$ cat src/hdl/hhs_pkg.sv
// hhs_pkg: types, codes and reset constants for the heater handle supervisor
// used by hhs_cfg_regs, hhs_step and heater_handle_supervisor; no dependencies

package hhs_pkg;

  localparam int unsigned CfgIdxW  = 3;
  localparam int unsigned CfgDataW = 16;

  typedef enum logic [CfgIdxW-1:0] {
    CFG_SLEEP_TICKS       = 3'd0,
    CFG_ERROR_TICKS       = 3'd1,
    CFG_MAX_TEMP          = 3'd2,
    CFG_MIN_TEMP          = 3'd3,
    CFG_MIN_AIR           = 3'd4,
    CFG_POWER_TEMP_OFFSET = 3'd5,
    CFG_MAX_AIR           = 3'd6,
    CFG_SLEEP_FAN_LEVEL   = 3'd7
  } cfg_idx_e;

  typedef enum logic [1:0] {
    FAULT_OK       = 2'd0,
    FAULT_OVER_TMP = 2'd1,
    FAULT_LOW_TMP  = 2'd2,
    FAULT_FAN      = 2'd3
  } fault_e;

  localparam logic [1:0] ModeCold  = 2'd1;
  localparam logic [1:0] ModePower = 2'd2;

  localparam logic [9:0] TempFanHigh   = 10'd250;
  localparam logic [9:0] TempFanLow    = 10'd70;
  localparam logic [9:0] TempSleepCool = 10'd70;
  localparam logic [9:0] TempFanOff    = 10'd40;
  localparam logic [7:0] SleepDuty     = 8'd50;

  localparam logic [15:0] RstSleepTicks     = 16'd100;
  localparam logic [14:0] RstErrorTicks     = 15'd5;
  localparam logic [9:0]  RstMaxTemp        = 10'd520;
  localparam logic [9:0]  RstMinTemp        = 10'd10;
  localparam logic [7:0]  RstMinAir         = 8'd10;
  localparam logic [7:0]  RstPowerOffset    = 8'd50;
  localparam logic [7:0]  RstMaxAir         = 8'd100;
  localparam logic [7:0]  RstSleepFanLevel  = 8'd50;

  typedef struct packed {
    logic       handle_lifted;
    logic       sleep_enabled;
    logic [1:0] tool_mode;
    logic [9:0] heater_temp;
    logic [7:0] air_flow;
    logic [7:0] air_setting;
    logic [7:0] cold_air_setting;
  } in_t;

  typedef struct packed {
    logic       working;
    logic [1:0] fault_code;
    logic [7:0] fan_duty;
    logic       sleep_beep;
  } out_t;

  typedef struct packed {
    logic [15:0] sleep_ticks;
    logic [14:0] error_ticks;
    logic [9:0]  max_temp;
    logic [9:0]  min_temp;
    logic [7:0]  min_air;
    logic [7:0]  power_temp_offset;
    logic [7:0]  max_air;
    logic [7:0]  sleep_fan_level;
  } cfg_t;

  typedef struct packed {
    logic        work;
    logic [15:0] sleep_cnt;
    logic [15:0] fault_cnt;
    logic        fault_latched;
    fault_e      fault_state;
    logic        fan_fault;
    logic        fan_hold;
    logic [7:0]  duty;
  } state_t;

  // floor(level*56/100)+30 = floor(level*14/25)+30, /25 by reciprocal 2622/2^16
  function automatic logic [7:0] scaled_air(input logic [7:0] level);
    logic [11:0] n;
    logic [23:0] p;
    n = 12'(level) * 12'd14;
    p = 24'(n) * 24'd2622;
    return 8'(p[23:16]) + 8'd30;
  endfunction

  // floor(temp*4/10) = floor(temp*2/5), /5 by reciprocal 1639/2^13
  function automatic logic [7:0] temp_duty(input logic [9:0] temp);
    logic [10:0] n;
    logic [21:0] p;
    n = {temp, 1'b0};
    p = 22'(n) * 22'd1639;
    return p[20:13];
  endfunction

endpackage

$ cat src/hdl/hhs_cfg_regs.sv
// hhs_cfg_regs: configuration register file with reset values
// depends on hhs_pkg

module hhs_cfg_regs (
  input  logic                         clk_i,
  input  logic                         rst_ni,
  input  logic                         we_i,
  input  logic [hhs_pkg::CfgIdxW-1:0]  idx_i,
  input  logic [hhs_pkg::CfgDataW-1:0] data_i,
  output hhs_pkg::cfg_t                cfg_o
);
  import hhs_pkg::*;

  cfg_t cfg_q, cfg_d;

  always_comb begin
    cfg_d = cfg_q;
    if (we_i) begin
      unique case (cfg_idx_e'(idx_i))
        CFG_SLEEP_TICKS:       cfg_d.sleep_ticks       = data_i;
        CFG_ERROR_TICKS:       cfg_d.error_ticks       = data_i[14:0];
        CFG_MAX_TEMP:          cfg_d.max_temp          = data_i[9:0];
        CFG_MIN_TEMP:          cfg_d.min_temp          = data_i[9:0];
        CFG_MIN_AIR:           cfg_d.min_air           = data_i[7:0];
        CFG_POWER_TEMP_OFFSET: cfg_d.power_temp_offset = data_i[7:0];
        CFG_MAX_AIR:           cfg_d.max_air           = data_i[7:0];
        CFG_SLEEP_FAN_LEVEL:   cfg_d.sleep_fan_level   = data_i[7:0];
        default:               cfg_d = cfg_q;
      endcase
    end
  end

  always_ff @(posedge clk_i or negedge rst_ni) begin
    if (!rst_ni) begin
      cfg_q.sleep_ticks       <= RstSleepTicks;
      cfg_q.error_ticks       <= RstErrorTicks;
      cfg_q.max_temp          <= RstMaxTemp;
      cfg_q.min_temp          <= RstMinTemp;
      cfg_q.min_air           <= RstMinAir;
      cfg_q.power_temp_offset <= RstPowerOffset;
      cfg_q.max_air           <= RstMaxAir;
      cfg_q.sleep_fan_level   <= RstSleepFanLevel;
    end else begin
      cfg_q <= cfg_d;
    end
  end

  assign cfg_o = cfg_q;

endmodule

$ cat src/hdl/hhs_step.sv
// hhs_step: one control tick of sleep state, fault detector and fan duty
// combinational; depends on hhs_pkg

module hhs_step (
  input  hhs_pkg::state_t state_i,
  input  hhs_pkg::cfg_t   cfg_i,
  input  hhs_pkg::in_t    item_i,
  output hhs_pkg::state_t state_o,
  output hhs_pkg::out_t   res_o
);
  import hhs_pkg::*;

  logic        cold;
  logic        power;
  logic        docked;
  logic        beep;
  logic [10:0] cool_lim;
  logic [15:0] sleep_inc;
  logic [15:0] fault_inc;
  logic        air_low;
  logic        hot;
  logic        cool;
  logic [15:0] err_half;
  logic [15:0] err_dbl;
  state_t      n;

  always_comb begin
    cold      = (item_i.tool_mode == ModeCold);
    power     = (item_i.tool_mode == ModePower);
    docked    = !item_i.handle_lifted && item_i.sleep_enabled;
    beep      = 1'b0;
    cool_lim  = power ? 11'(TempSleepCool) + 11'(cfg_i.power_temp_offset)
                      : 11'(TempSleepCool);
    sleep_inc = state_i.sleep_cnt + 16'd1;
    air_low   = item_i.air_flow < cfg_i.min_air;
    hot       = item_i.heater_temp >= cfg_i.max_temp;
    cool      = item_i.heater_temp <= cfg_i.min_temp;
    err_half  = 16'(cfg_i.error_ticks[14:1]);
    err_dbl   = {cfg_i.error_ticks, 1'b0};
    n         = state_i;

    // sleep / working
    if (!state_i.work) begin
      if (!docked || cold) begin
        n.work = 1'b1;
      end
      n.fault_cnt = '0;
    end else if (docked && !cold) begin
      if (11'(item_i.heater_temp) <= cool_lim) begin
        n.sleep_cnt = sleep_inc;
        if (sleep_inc > cfg_i.sleep_ticks) begin
          n.work      = 1'b0;
          n.sleep_cnt = '0;
          beep        = 1'b1;
        end
      end
    end

    // fault detector
    fault_inc = n.fault_cnt + 16'd1;
    if (!state_i.fault_latched) begin
      if (cold) begin
        if (air_low) begin
          n.fault_cnt = fault_inc;
          if (fault_inc > err_dbl) begin
            n.fault_state   = FAULT_FAN;
            n.fault_cnt     = '0;
            n.fault_latched = 1'b1;
          end
        end
      end else if (!docked) begin
        if (hot || cool || air_low) begin
          n.fault_cnt = fault_inc;
          if (fault_inc > err_half && hot) begin
            n.fault_state   = FAULT_OVER_TMP;
            n.fault_cnt     = '0;
            n.fault_latched = 1'b1;
          end else if (fault_inc > err_dbl) begin
            if (air_low) begin
              n.fault_state   = FAULT_FAN;
              n.fault_cnt     = '0;
              n.fault_latched = 1'b1;
            end else if (cool) begin
              n.fault_state   = FAULT_LOW_TMP;
              n.fault_cnt     = '0;
              n.fault_latched = 1'b1;
            end
          end
        end else begin
          n.fault_cnt = '0;
        end
      end else begin
        n.fault_cnt = '0;
      end
    end else if (docked) begin
      n.fault_state   = FAULT_OK;
      n.fault_cnt     = '0;
      n.fault_latched = 1'b0;
    end

    // fan duty
    if (!state_i.fan_fault) begin
      if (n.fault_state != FAULT_OK) begin
        n.fan_fault = 1'b1;
      end else if (cold) begin
        n.fan_hold = 1'b1;
        n.duty     = scaled_air(item_i.cold_air_setting);
      end else if (!n.work) begin
        if (item_i.heater_temp >= TempFanOff) begin
          if (!state_i.fan_hold) n.duty = SleepDuty;
        end else if (!state_i.fan_hold) begin
          n.fan_hold = 1'b1;
          n.duty     = '0;
        end
      end else if (docked) begin
        n.fan_hold = 1'b0;
        if (item_i.heater_temp >= TempFanHigh) begin
          n.duty = scaled_air(cfg_i.sleep_fan_level);
        end else if (item_i.heater_temp >= TempFanLow) begin
          n.duty = temp_duty(item_i.heater_temp);
        end else begin
          n.duty = '0;
        end
      end else begin
        n.fan_hold = 1'b1;
        n.duty     = scaled_air(item_i.air_setting);
      end
    end else begin
      n.duty = scaled_air(cfg_i.max_air);
      if (n.fault_state == FAULT_OK) n.fan_fault = 1'b0;
    end

    state_o          = n;
    res_o.working    = n.work;
    res_o.fault_code = n.fault_state;
    res_o.fan_duty   = n.duty;
    res_o.sleep_beep = beep;
  end

endmodule

$ cat src/hdl/heater_handle_supervisor.sv
// heater_handle_supervisor: top level with input register, state and result register
// depends on hhs_pkg, hhs_cfg_regs and hhs_step
//
// usage:
//   in channel: one beat per control tick carries the handle position, modes,
//   temperature, airflow and air settings; out channel: one result beat per
//   input beat, in order (working, fault code, fan duty, long beep)
//   cfg channel: register index and data, always ready; write only while idle
// latency: 2 cycles from input beat to result valid (input register, then the
//   tick logic into the result register)
// throughput: 1 beat per cycle; the tick logic reads and updates the state
//   registers in a single cycle, so consecutive beats follow each other
// reset: all state cleared (sleep, no fault, duty 0), registers take their
//   reset values, both stages empty
// stall: when the receiver holds out_ready_i low, the result stays in the
//   output register and one more beat waits in the input register; in_ready_o
//   drops only when both are full

module heater_handle_supervisor (
  input  logic                         clk_i,
  input  logic                         rst_ni,
  input  logic                         in_valid_i,
  output logic                         in_ready_o,
  input  hhs_pkg::in_t                 in_data_i,
  output logic                         out_valid_o,
  input  logic                         out_ready_i,
  output hhs_pkg::out_t                out_data_o,
  input  logic                         cfg_valid_i,
  output logic                         cfg_ready_o,
  input  logic [hhs_pkg::CfgIdxW-1:0]  cfg_index_i,
  input  logic [hhs_pkg::CfgDataW-1:0] cfg_data_i
);
  import hhs_pkg::*;

  cfg_t   cfg;
  in_t    in_q;
  logic   in_valid_q;
  state_t state_q, state_d;
  out_t   out_q, out_d;
  logic   out_valid_q;
  logic   advance;

  assign cfg_ready_o = 1'b1;

  hhs_cfg_regs u_cfg (
    .clk_i  (clk_i),
    .rst_ni (rst_ni),
    .we_i   (cfg_valid_i),
    .idx_i  (cfg_index_i),
    .data_i (cfg_data_i),
    .cfg_o  (cfg)
  );

  hhs_step u_step (
    .state_i (state_q),
    .cfg_i   (cfg),
    .item_i  (in_q),
    .state_o (state_d),
    .res_o   (out_d)
  );

  assign advance    = in_valid_q && (!out_valid_q || out_ready_i);
  assign in_ready_o = !in_valid_q || advance;

  always_ff @(posedge clk_i or negedge rst_ni) begin
    if (!rst_ni) begin
      in_valid_q <= 1'b0;
    end else if (in_ready_o) begin
      in_valid_q <= in_valid_i;
    end
  end

  always_ff @(posedge clk_i) begin
    if (in_ready_o && in_valid_i) begin
      in_q <= in_data_i;
    end
  end

  always_ff @(posedge clk_i or negedge rst_ni) begin
    if (!rst_ni) begin
      state_q     <= '0;
      out_valid_q <= 1'b0;
    end else begin
      if (advance) begin
        state_q     <= state_d;
        out_valid_q <= 1'b1;
      end else if (out_ready_i) begin
        out_valid_q <= 1'b0;
      end
    end
  end

  always_ff @(posedge clk_i) begin
    if (advance) begin
      out_q <= out_d;
    end
  end

  assign out_valid_o = out_valid_q;
  assign out_data_o  = out_q;

`ifndef SYNTHESIS
  a_latch_matches_code: assert property (@(posedge clk_i) disable iff (!rst_ni)
    state_q.fault_latched == (state_q.fault_state != FAULT_OK))
    else $error("fault latch and fault code disagree");

  a_beep_means_sleep: assert property (@(posedge clk_i) disable iff (!rst_ni)
    out_valid_o && out_data_o.sleep_beep |-> !out_data_o.working)
    else $error("long beep without sleep entry");

  a_result_held: assert property (@(posedge clk_i) disable iff (!rst_ni)
    out_valid_q && !out_ready_i |=> out_valid_q && $stable(out_q) && $stable(state_q))
    else $error("stalled result or state changed");

  a_full_blocks_input: assert property (@(posedge clk_i) disable iff (!rst_ni)
    in_valid_q && out_valid_q && !out_ready_i |-> !in_ready_o)
    else $error("input accepted with both stages full");
`endif

endmodule

$ cat config.mk
export PLATFORM = sky130hd
export DESIGN_NAME = heater_handle_supervisor
export DESIGN_NICKNAME = d
export VERILOG_FILES = /design/src/hdl/hhs_pkg.sv /design/src/hdl/hhs_cfg_regs.sv /design/src/hdl/hhs_step.sv /design/src/hdl/heater_handle_supervisor.sv
export SDC_FILE = /design/constraint.sdc
export NUM_CORES = 1
export LEC_CHECK = 0
export BUFFER_PORTS_ARGS = -buffer_cell sky130_fd_sc_hd__buf_2
export CAP_MARGIN = 20
export CORE_ASPECT_RATIO = 2
export CORE_UTILIZATION = 60
export DETAILED_ROUTE_END_ITERATION = 16
export HOLD_SLACK_MARGIN = 0.03
export MAX_ROUTING_LAYER = met4
export PLACE_DENSITY = 0.77
export SLEW_MARGIN = 10
export SYNTH_ARGS = -nofsm -noshare
export SYNTH_HDL_FRONTEND = slang
export SYNTH_HIERARCHICAL = 1
export SYNTH_SLANG_ARGS = --single-unit
$ cat constraint.sdc
create_clock -name clk_i -period 11.4 [get_ports clk_i]
set_input_delay 1.14 -clock clk_i [delete_from_list [all_inputs] [get_ports clk_i]]
set_output_delay 1.14 -clock clk_i [all_outputs]
set_load 0.005 [all_outputs]
* Word-level counts from Yosys, hierarchy flattened
Cells that the tools add are included.
Cells by class: $add $sub $neg 7, multiply operators 9, $lt $le $gt $ge 10, eq/ne operators 10, multiplexer cells 37, bitwise logic cells 2, reductions and logical operators 30
Operators with widths (number):
- $mux W19 | 9
- $mul A11 B11 Y22 const B | 4
- $mux W8 | 7
- $mux W17 | 3
- $mux W16 | 3
- $mul A8 B3 Y11 const B | 4
- $add A16 B1 Y16 const B | 2
- $add A8 B5 Y8 const B | 4
- $gt A16 B16 Y1 | 2
- $mux W9 | 3
- $mul A10 B11 Y20 const B | 1
- $gt A16 B14 Y1 | 1
- $reduce_and A2 Y1 | 8
- $eq A3 B3 Y1 const B | 4
- $le A10 B11 Y1 | 1
- $mux W11 | 1
- $ge A10 B10 Y1 | 1
- $ge A10 B6 Y1 const B | 1
- $ge A10 B7 Y1 const B | 1
- $ge A10 B8 Y1 const B | 1
- $le A10 B10 Y1 | 1
- $add A7 B8 Y9 const A | 1
- $mux W1 | 9
- $lt A8 B8 Y1 | 1
- other kinds (15) | 32
Storage, ports and cells: register bits after elaboration 181, input bits 62, output and inout bits 15

* Longest topological paths before layout
depth in word-level cells 13, depth in mapped cells 39, depth with buffers taken out 38

* Modules after synthesis
The synthesis kept the hierarchy.
By module, submodules not included:
- hhs_step | instances 1, cells an instance 2190, area an instance 18474.0 sq um, sequential area each 0.0 sq um
- heater_handle_supervisor | instances 1, cells an instance 158, area an instance 3432.0 sq um, sequential area each 2702.6 sq um
- hhs_cfg_regs | instances 1, cells an instance 184, area an instance 3235.6 sq um, sequential area each 2102.0 sq um

* Worst setup path before layout
Ideal clock, no wire load.
path type register to register, start point reg u_cfg.cfg_q, in the netlist u_cfg/cfg_o[1], end point reg state_q[5] (netlist name), data arrival time 8299 ps, setup slack 3036 ps, cell stages (with the launch flop) 38, clock period less this slack 8364 ps, cell sequence dfstp_2 -> fa_1 -> ha_1 -> a21o_1 -> a21oi_1 -> o21bai_1 -> a21oi_1 -> inv_1 -> a21oi_1 -> o21bai_1 -> xor2_1 -> inv_1 -> fa_1 -> inv_1 -> ha_1 -> inv_1 -> fa_1 -> inv_1 -> [2 not listed] -> fa_1 -> inv_1 -> ha_1 -> a211oi_1 -> nor2_1 -> nor2_1 -> a21boi_0 -> xnor2_1 -> ha_1 -> and3_1 -> a211oi_2 -> xnor2_1 -> o221a_1 -> a2111oi_2 -> a211oi_1 -> a221oi_2 -> buf_4 -> mux2_2
RTL lines:
- from (decl) | line hhs_cfg_regs.sv:14 | cfg_t cfg_q, cfg_d;
- from (signal assigned) | line hhs_cfg_regs.sv:44 | cfg_q <= cfg_d;
- to (signal assigned) | line heater_handle_supervisor.sv:85 | state_q <= state_d;
- to (decl) | line heater_handle_supervisor.sv:38 | state_t state_q, state_d;

==> flow_summary.json <==
{
  "dr.max_layer_used": "met4",
  "postCtsSetupBuffers": 0,
  "wl_met2_um": 31900,
  "totalNegativeSetupSlack_ps": 0,
  "cap_violations": 0,
  "avgSynthCellArea_um2": 9.93,
  "end_kind": "register",
  "row_count": 105,
  "dr.pass1.iters": 5,
  "ys_ff_latch": 181,
  "ctsResizeCount": 0,
  "wl_per_cell_um": 18.3,
  "cp_data_required_time_ps": 11740,
  "antenna_left": 0,
  "route.met3.wl_um": 1420,
  "hp-class": "reg2reg",
  "gp_congestion": 0.952,
  "grt_max_degree": 77,
  "root_buffer": "clkbuf_16",
  "grt_pass1_wl_um": 95600,
  "drc": 0,
  "grt_pass1_vias": 20600,
  "cts_buffer_depth": 2,
  "drt_wl_total_um": 57100,
  "max_stage_delay_ps": 620,
  "synthArstFlopShare_pct": 72.4,
  "clock_latency_ps": 460,
  "htreeDepth": 4,
  "fin_nets": 3355,
  "yosys_most_used_dff": "dfrtp_1",
  "slew_headroom_pct": 26.7,
  "ctsHoldBuffers": 0,
  "worst_pin_slew_ps": 1100,
  "synth_fp_nets": 3310,
  "numClockSinks": 181,
  "crit_slowest_cell": "dfstp_2",
  "fin_crit_sh_pct": 79.8,
  "timing.fmax_ghz": 0.110,
  "period_minus_slack_ps": 9090,
  "crit_arrival_ps": 9440,
  "rsz0062_at_grt": "no",
  "ff2ff_setup_slack_ps": 2310,
  "ys_top_cells_by_count": "519 x ha_1, 493 x inv_1, 197 x fa_1",
  "synth_sequential_area_ratio_pct": 19.1,
  "slew_viol_final": 0,
  "cts_tree": "yes",
  "layout-drive-gt1-share_pct": 11.6,
  "fin_worst_skew_ps": 17.5,
  "fp.dieW_um": 147,
  "syn_inst": 2532,
  "drt_iter0_drc": 757,
  "portBuffers": 75,
  "grtUsageTotal_pct": 29.0,
  "cts_made_buffers": 17,
  "hold_viol_final": 0,
  "ys_warn_count": 6,
  "synth_area_leaders": "ha_1 26%, fa_1 16%, dfrtp_1 11%",
  "synth-edff-count": 50,
  "antenna_found_initial": 0,
  "post-dp-hpwl_um": 46700,
  "synth.most_common_cell": "ha_1",
  "pin_count": 77,
  "worst_setup_path_start_kind": "register",
  "synth_top_area_cell": "ha_1",
  "finalSetupViolCount": 0,
  "drt-met1-wl_um": 19700,
  "initial_core_util_pct": 61.1,
  "yosys.area.top_type_share_pct": 25.8,
  "crit_type": "reg2reg",
  "via_per_inst": 5.88,
  "status": "complete, no violations",
  "core_area_um2": 41100,
  "die_y_um": 291,
  "die-area_um2": 42800,
  "grt_overflow": 0,
  "critPathMostFrequentCell": "inv_1",
  "synthDistinctLibCells": 91,
  "synthToLayoutAreaGrowth_pct": 5.75,
  "cts.clk_slew.worst_paths_ps": 80,
  "via_count": 18400,
  "synthesis.area_um2": 25100,
  "cp_max_fo": 7
}
[registers in the layout, summed over array words and instances, names as in the netlist]
signal       count
state_q         46
u_cfg/cfg_o     83
in_q            38
out_valid_o      1
in_valid_q       1
out_data_o      12
[kinds of logic after synthesis]
| logic type | Yosys count | synth area share [%] |
|---|---|---|
| muxes | 135 | 6.61 |
| adders and majority gates | 716 | 41.5 |
| xor gates and xnor gates | 139 | 4.87 |
| DFF | 181 | 19.1 |
| and+or+nand+nor | 416 | 8.50 |
| buffers and inverters | 557 | 8.85 |
| other | 1 | 0.0149 |
| AOI/OAI and AO/OA | 387 | 10.5 |
[layout make-up]
class	instances	area [um^2]
Clock buffer	18	429
Fill cell	3229	14500
Inverter	493	1850
Clock inverter	14	179
Antenna cell	1	2.50
Timing Repair Buffer	90	515
Multi-Input combinational cell	1794	18100
Tap cell	535	669
Sequential cell	181	4800
[placed cells by master, fill, tap and decap left out, types with 20 or more instances in the layout]
master and instances:
mux2_2 92, o21ai_0 69, ha_1 519, nor2_1 80
buf_2 75, fa_1 197, xnor2_1 87, mux2_4 39
dfstp_2 20, a21oi_1 84, o21bai_1 20, xor2_1 51
nand2b_1 31, nand2_1 107, nand4_1 29, inv_1 493
edfxtp_1 50, a21o_1 28, nand3_1 47, dfrtp_1 111
[path summary, 6_finish.rpt]
check,from,endpoint,cells after the start
max,u_cfg/cfg_o[1],state_q[7],35
min,u_cfg/cfg_o[41],u_cfg/cfg_o[41],1
max reg2reg,u_cfg/cfg_o[1],state_q[7],35
min reg2reg,u_cfg/cfg_o[41],u_cfg/cfg_o[41],1
max in group asynchronous,rst_ni,u_cfg/cfg_o[28],2
min in group asynchronous,rst_ni,state_q[25],1
[per-stage QoR]
| step | utilization [%] | area (um^2) | setup WS, ps | hold WS [ps] | cells |
|---|---|---|---|---|---|
| detailed placement | 63.1 | 25900 | 2370 | 489 | 3090 |
| finish | 64.7 | 26600 | 2310 | 512 | 3126 |
| CTS | 64.5 | 26500 | 2320 | 506 | 3122 |
| global route | 64.6 | 26600 | 1640 | 520 | 3125 |
| floorplan | - | 25100 | 3040 | 455 | 2532 |
| global placement | 63.1 | 25900 | 2530 | 479 | 3090 |
[per-layer routing]
layer / vias to the layer above / global-route usage [%]
li1: 8676 / -
met1: 9052 / 26.6
met2: 437 / 55.2
met3: 216 / 2.63
met4: 0 / 20.4
met5: - / -
[critical path: cells and delay by family, from the launching register on]
family                   cells  cell delay (ps)
buffers and inverters        7              560
AO/OA/AOI/OAI               13             2530
adder cells (fa/ha/maj)      9             3720
XOR/XNOR                     3              920
flip-flops                   1              620
multiplexers                 1              280
AND/OR/NAND/NOR              2              330
Power is not shown: default switching activity piles up to over one toggle a cycle in this logic, so the estimate is an artifact.
